===== config.mk =====
export PLATFORM = sky130hd
export DESIGN_NAME = ks01tb_ctrl
export DESIGN_NICKNAME = d
export VERILOG_FILES = /design/src/design/ks01tb_pkg.sv /design/src/design/ks01tb_ctrl.sv
export SDC_FILE = /design/constraint.sdc
export NUM_CORES = 1
export LEC_CHECK = 0
export BUFFER_PORTS_ARGS = -buffer_cell sky130_fd_sc_hd__buf_2
export CAP_MARGIN = 20
export CORE_ASPECT_RATIO = 1.1
export CORE_MARGIN = 2
export CORE_UTILIZATION = 35
export DETAILED_ROUTE_END_ITERATION = 8
export PLACE_DENSITY = 0.61
export SLEW_MARGIN = 25
export SYNTH_ARGS = -nofsm -noshare
export SYNTH_HDL_FRONTEND = slang
export SYNTH_SLANG_ARGS = --single-unit

===== constraint.sdc =====
create_clock -name clk -period 1.7 [get_ports clk]
set_input_delay 0.17 -clock clk [delete_from_list [all_inputs] [get_ports clk]]
set_output_delay 0.17 -clock clk [all_outputs]
set_load 0.01 [all_outputs]

===== src/design/ks01tb_pkg.sv =====
// Shared types, sizes, register codes and the controller state type of the
// 0/1 knapsack solver. No dependencies; used by every other design file.
`timescale 1ns / 1ps
`default_nettype none

package ks01tb_pkg;

	localparam int MAX_ITEMS    = 32;
	localparam int MAX_CAPACITY = 255;
	localparam int VALUE_BITS   = 16;

	localparam int COLS        = MAX_CAPACITY + 1;
	localparam int COL_BITS    = (COLS > 1) ? $clog2(COLS) : 1;
	localparam int IDX_BITS    = (MAX_ITEMS > 1) ? $clog2(MAX_ITEMS) : 1;
	localparam int CNT_BITS    = $clog2(MAX_ITEMS + 1);
	localparam int STORE_VBITS = (VALUE_BITS < 16) ? VALUE_BITS : 16;
	localparam int TOTAL_BITS  = 21;
	localparam int SUM_BITS    = TOTAL_BITS + 1;
	localparam int SZW_BITS    = COL_BITS + 8;

	typedef logic [COL_BITS-1:0]    col_t;
	typedef logic [IDX_BITS-1:0]    idx_t;
	typedef logic [CNT_BITS-1:0]    cnt_t;
	typedef logic [STORE_VBITS-1:0] sval_t;
	typedef logic [TOTAL_BITS-1:0]  total_t;
	typedef logic [SUM_BITS-1:0]    sum_t;
	typedef logic [SZW_BITS-1:0]    szw_t;
	typedef logic [5:0]             fld6_t;
	typedef logic [15:0]            fld16_t;

	localparam total_t TOTAL_MAX = '1;

	// register index, taken from paddr[2]
	localparam logic REG_CAPACITY = 1'b0;

	typedef enum logic [3:0] {
		ST_IDLE,
		ST_SWEEP,
		ST_DRAIN,
		ST_TB_INIT,
		ST_TB1_RD,
		ST_TB1_EV,
		ST_SUM,
		ST_TB2_RD,
		ST_TB2_EV,
		ST_CLEAR
	} state_t;

	typedef struct packed {
		logic accept;
		logic sweep_issue;
		logic item_done;
		logic tb_init;
		logic tb_rewind;
		logic tb_read;
		logic tb_step;
		logic tb_count;
		logic load_sum;
		logic emit_item;
		logic clear;
	} cmd_t;

	typedef struct packed {
		logic full;
		logic col_zero;
		logic i_zero;
		logic take;
		logic cnt_zero;
		logic out_free;
	} sts_t;

	function automatic col_t sat_cap(input logic [7:0] c);
		if (32'(c) > MAX_CAPACITY)
			return col_t'(MAX_CAPACITY);
		return col_t'(c);
	endfunction

endpackage

`default_nettype wire


===== src/design/ks01tb_ctrl.sv =====
// Sequencing state machine: column sweep per item, two traceback passes
// (count, then emit) and the clear step. Depends on ks01tb_pkg.
`timescale 1ns / 1ps
`default_nettype none

module ks01tb_ctrl (
	input  wire                 clk,
	input  wire                 arst_n,
	input  wire                 in_valid,
	input  wire                 in_last,
	output logic                in_ready,
	input  ks01tb_pkg::sts_t    sts,
	output ks01tb_pkg::cmd_t    cmd
);

	ks01tb_pkg::state_t state_q, state_d;
	logic last_q;

	always_ff @(posedge clk or negedge arst_n) begin
		if (!arst_n) begin
			state_q <= ks01tb_pkg::ST_IDLE;
			last_q  <= 1'b0;
		end else begin
			state_q <= state_d;
			if (cmd.accept)
				last_q <= in_last;
		end
	end

	always_comb begin
		state_d = state_q;
		unique case (state_q)
			ks01tb_pkg::ST_IDLE: begin
				if (in_valid) begin
					if (!sts.full)
						state_d = ks01tb_pkg::ST_SWEEP;
					else if (in_last)
						state_d = ks01tb_pkg::ST_TB_INIT;
				end
			end
			ks01tb_pkg::ST_SWEEP: begin
				if (sts.col_zero)
					state_d = ks01tb_pkg::ST_DRAIN;
			end
			ks01tb_pkg::ST_DRAIN: begin
				state_d = last_q ? ks01tb_pkg::ST_TB_INIT : ks01tb_pkg::ST_IDLE;
			end
			ks01tb_pkg::ST_TB_INIT: state_d = ks01tb_pkg::ST_TB1_RD;
			ks01tb_pkg::ST_TB1_RD: begin
				state_d = sts.i_zero ? ks01tb_pkg::ST_SUM : ks01tb_pkg::ST_TB1_EV;
			end
			ks01tb_pkg::ST_TB1_EV: state_d = ks01tb_pkg::ST_TB1_RD;
			ks01tb_pkg::ST_SUM: begin
				if (sts.out_free)
					state_d = sts.cnt_zero ? ks01tb_pkg::ST_CLEAR : ks01tb_pkg::ST_TB2_RD;
			end
			ks01tb_pkg::ST_TB2_RD: begin
				state_d = sts.i_zero ? ks01tb_pkg::ST_CLEAR : ks01tb_pkg::ST_TB2_EV;
			end
			ks01tb_pkg::ST_TB2_EV: begin
				if (!sts.take || sts.out_free)
					state_d = ks01tb_pkg::ST_TB2_RD;
			end
			ks01tb_pkg::ST_CLEAR: state_d = ks01tb_pkg::ST_IDLE;
			default: state_d = ks01tb_pkg::ST_IDLE;
		endcase
	end

	always_comb begin
		cmd      = '0;
		in_ready = 1'b0;
		unique case (state_q)
			ks01tb_pkg::ST_IDLE: begin
				in_ready   = 1'b1;
				cmd.accept = in_valid;
			end
			ks01tb_pkg::ST_SWEEP:   cmd.sweep_issue = 1'b1;
			ks01tb_pkg::ST_DRAIN:   cmd.item_done = 1'b1;
			ks01tb_pkg::ST_TB_INIT: cmd.tb_init = 1'b1;
			ks01tb_pkg::ST_TB1_RD:  cmd.tb_read = !sts.i_zero;
			ks01tb_pkg::ST_TB1_EV: begin
				cmd.tb_step  = 1'b1;
				cmd.tb_count = 1'b1;
			end
			ks01tb_pkg::ST_SUM: begin
				cmd.load_sum  = sts.out_free;
				cmd.tb_rewind = sts.out_free;
			end
			ks01tb_pkg::ST_TB2_RD:  cmd.tb_read = !sts.i_zero;
			ks01tb_pkg::ST_TB2_EV: begin
				// hold the read data until the output register can take the record
				cmd.tb_step   = !sts.take || sts.out_free;
				cmd.emit_item = sts.take && sts.out_free;
			end
			ks01tb_pkg::ST_CLEAR:   cmd.clear = 1'b1;
			default: cmd = '0;
		endcase
	end

endmodule

`default_nettype wire


==> key figures <==
GRT
  • Maximum number of pins on one net before global-route repair: 15
  • First-pass GRT wire length: about 2.1 mm
  • Global-route usage over all layers: 0.1687
  • Antenna violations before repair: 0
  • Gr ovfl total: 0
  • Vias in the first global route: about 500

Yosys
  • Proportion of synthesized area in mux cells: 0.06295
  • Largest family of logic cells by synthesized area: simple AND/OR/NAND/NOR gates
  • Xor-xnor portion of the synthesized cell area: 0
  • Average footprint of a synthesized cell: ~8.1 sq um
  • Yosys reg bits: 5
  • Part of the Yosys area used for sequential elements: 0.2421
  • Post-synth design cell area: 516.7 sq um
  • Number of warnings issued by yosys: 0
  • Synth Area in Compound Gates: 0.2228
  • Area fraction in and, or, nand and nor cells after synthesis: 0.3874
  • Synthesized instance count: between 60 and 70
  • Net count of the mapped netlist: 74
  • Cell variety after synth: 33
  • Adder and majority cell fraction of the synthesized area: 0

Route
  • Post-route DRC violation count: 0
  • Number of detailed-route iterations in the first pass: 4
  • Total detailed-routing wirelength: approximately 1.3 mm
  • Via count normalized by instance count: ~5.2
  • Vias after detailed routing: about 570
  • Detail Route Antenna Nets: 0
  • Average routed wire per standard cell: about 12 um
  • Count of routing violations after the opening detailed-route iteration: 10

Power
  • Max VDD drop: approximately 0.77 mV
  • Leakage power of the design: about 0.34 nW
  • Pwr dens: 1579 nW/um^2
  • Total chip power: around 0.0011 W

Layout
  • Growth of design area from synthesis to finish: 37.29%
  • Most common cell after layout, fill and taps aside: sky130_fd_sc_hd__buf_2
  • Fraction of layout cells with a size suffix above 1: 0.4783
  • Inserted Diodes: 0
  • Count of nets after finishing: ~100
  • Filler cell count: between 100 and 150
  • Sequential cell area in the final layout: about 130 sq um
  • Total area of multi-input combinational cells: 351.6 sq um
  • Post-route cell area: just over 700 sq um
  • Final design utilization: 0.5192
  • Commonest non-fill, non-tap cells in the layout: sky130_fd_sc_hd__buf_2 (21), sky130_fd_sc_hd__nor2_1 (6), sky130_fd_sc_hd__nand2_1 (6), sky130_fd_sc_hd__buf_4 (6), sky130_fd_sc_hd__nor3_1 (5)

Placement
  • Post-place instance area: 661.9 sq um
  • Routability-driven placement congestion ratio: approximately 0.77
  • # port buffers: 21
  • Placed wire-length estimate: roughly 1.1 mm
  • Worst slack at placement: 0.2194 ns

CTS
  • Total clock buffers created by CTS: 3
  • CTS clock-pin slew for the worst setup and hold paths: roughly 0.04 ns
  • Clock tree from TritonCTS: built
  • Number of H-tree levels: 1
  • Largest buffer count on any clock path: 2
  • CTS sink count: 5
  • Root buffer selected by CTS: sky130_fd_sc_hd__clkbuf_4
  • Post-CTS setup-driven buffer insertion count: 0
  • Later-pin clock latency in the skew report: about 0.24 ns

Critical path
  • Highest-delay cell along the critical path: sky130_fd_sc_hd__or4b_4
  • Worst-path maximum fanout: 5
  • Crit-path leading delay family: simple AND/OR/NAND/NOR gates
  • Crit path arrival time: ~1.5 ns
  • Type of the worst setup path: reg -> out
  • Sort of element at the start of the critical path: flip-flop
  • Longest individual stage delay on the worst path: between 0.5 and 0.6 ns
  • CP Buf/Inv Count: 1
  • WP data required: about 1.5 ns
  • Critical Path End Type: output pin
  • Cell Chain, Critical Path: nand2b_4, or4b_4, nor2_1, buf_2

Die
  • Area of the core region: ~1400 sq um
  • Count of standard-cell rows: 14
  • Die Y-Extent: 44.30 um
  • Count of boundary I/O pins: 22
  • Overall die area: 1800 sq um
  • Effective utilization at floorplan: 0.3782
  • Die boundary width: between 40 and 50 um

STA
  • Worst clock skew: just under 0.0005 ns
  • Post-layout minimum cycle time: about 1.7 ns
  • Rel. slew slack: 0.7643
  • Post-layout worst setup margin: around 0.017 ns
  • Final setup viols: 0
  • RSZ-0062 raised after global routing: true
  • Final hold viol count: 0
  • Setup total negative slack: 0 ns
  • Tcrit/Tclk final: 0.9899
  • Max Fclk: ~600 MHz
  • Actual slew at the worst max-slew pin: 0.3446 ns
  • Max Transition Viols Final: 0

Hold path
  • Hold WC Path Type: in -> reg

Run
  • Max-capacitance violation count: 0

Outcome
  • Result of the run: completed
==> metal layers <==
| layer | share of wire | up-vias | global-route usage | wire [um] |
|---|---|---|---|---|
| li1 | - | 292 | - | - |
| met1 | 0.47 | 256 | 0.2089 | 609 |
| met2 | 0.48 | 17 | 0.2825 | 620 |
| met3 | 0.052 | 0 | 0.01508 | 68 |
| met4 | 0 | 0 | 0.08000 | 0 |
| met5 | 0 | - | 0 | 0 |
==> through the flow <==
step / hold slack, ns / std cells
after detailed placement: -0.01158 / 103
after global routing: 0.1821 / 108
final: 0.1741 / 108
after global placement: -0.01283 / 103
after CTS: 0.1643 / 108
after floorplan: -0.1256 / 64
==> power breakdown <==
group          total, W  switching [W]  internal [W]
Clock          0.000133      0.0000448     0.0000885
Sequential     0.000247      0.0000731      0.000174
Combinational  0.000739       0.000377      0.000362
==> registers in the layout, indices dropped and copies added (netlist names) <==
signal / count
last_q: 1
state_q: 4
==> area by class of cell <==
| type | instances | share of cell area |
|---|---|---|
| Multi-Input combinational cell | 51 | 0.4956 |
| Tap cell | 16 | 0.02822 |
| Inverter | 3 | 0.01587 |
| Timing Repair Buffer | 29 | 0.2416 |
| Sequential cell | 5 | 0.1817 |
| Clock buffer | 4 | 0.03704 |
==> timing repair <==
item                                    CTS  global route
endpoints found under the setup margin    1             2
hold buffers                              1             0
pin swaps                                 0             0
resized for setup                         1             4
hold endpoints to repair                  5             0
==> Yosys cell counts <==
master | number | share of area
sky130_fd_sc_hd__a2111oi_0 | 1 | 0.017
sky130_fd_sc_hd__a21oi_1 | 2 | 0.019
sky130_fd_sc_hd__a222oi_1 | 1 | 0.019
sky130_fd_sc_hd__a2bb2oi_1 | 1 | 0.017
sky130_fd_sc_hd__a32oi_1 | 1 | 0.017
sky130_fd_sc_hd__and2_2 | 1 | 0.015
sky130_fd_sc_hd__and2b_1 | 1 | 0.015
sky130_fd_sc_hd__buf_2 | 2 | 0.019
sky130_fd_sc_hd__buf_4 | 3 | 0.044
sky130_fd_sc_hd__dfrtp_1 | 5 | 0.24
sky130_fd_sc_hd__inv_1 | 3 | 0.022
sky130_fd_sc_hd__mux2_1 | 1 | 0.022
sky130_fd_sc_hd__mux2_2 | 1 | 0.022
sky130_fd_sc_hd__mux2i_1 | 1 | 0.019
sky130_fd_sc_hd__nand2_1 | 6 | 0.044
sky130_fd_sc_hd__nand2b_1 | 3 | 0.036
sky130_fd_sc_hd__nand2b_4 | 1 | 0.027
sky130_fd_sc_hd__nand3_1 | 1 | 0.0097
sky130_fd_sc_hd__nand3b_2 | 1 | 0.022
sky130_fd_sc_hd__nor2_1 | 6 | 0.044
sky130_fd_sc_hd__nor2b_1 | 2 | 0.024
sky130_fd_sc_hd__nor2b_2 | 1 | 0.017
sky130_fd_sc_hd__nor3_1 | 5 | 0.048
sky130_fd_sc_hd__nor3b_2 | 1 | 0.024
sky130_fd_sc_hd__nor4_2 | 1 | 0.024
sky130_fd_sc_hd__o21ai_0 | 1 | 0.0097
sky130_fd_sc_hd__o21ai_1 | 3 | 0.029
sky130_fd_sc_hd__o22ai_1 | 3 | 0.036
sky130_fd_sc_hd__o22ai_2 | 1 | 0.024
sky130_fd_sc_hd__o32ai_1 | 1 | 0.017
sky130_fd_sc_hd__o41ai_1 | 1 | 0.017
sky130_fd_sc_hd__or3_1 | 1 | 0.012
sky130_fd_sc_hd__or4b_4 | 1 | 0.027
==> path summary, 6_finish.rpt <==
kind                            slack [ns]          to  cells past startpoint  startpoint
worst max-delay path                  0.02      cmd[1]                      4  state_q[2]
worst min-delay path                  0.17      last_q                      2     in_last
worst max register to register        0.24      last_q                      3  state_q[1]
worst min register to register        0.55      last_q                      1      last_q
max in group asynchronous             1.29  state_q[3]                      2      arst_n
min in group asynchronous             0.27      last_q                      2      arst_n
==> logic make-up (layout without fill, tap and decap cells) <==
logic type,Yosys count,in the layout
compound gates,16,16
simple gates,32,32
mux,3,3
flops,5,5
buf+inv,8,36
Power figures use the tool's default switching activity.
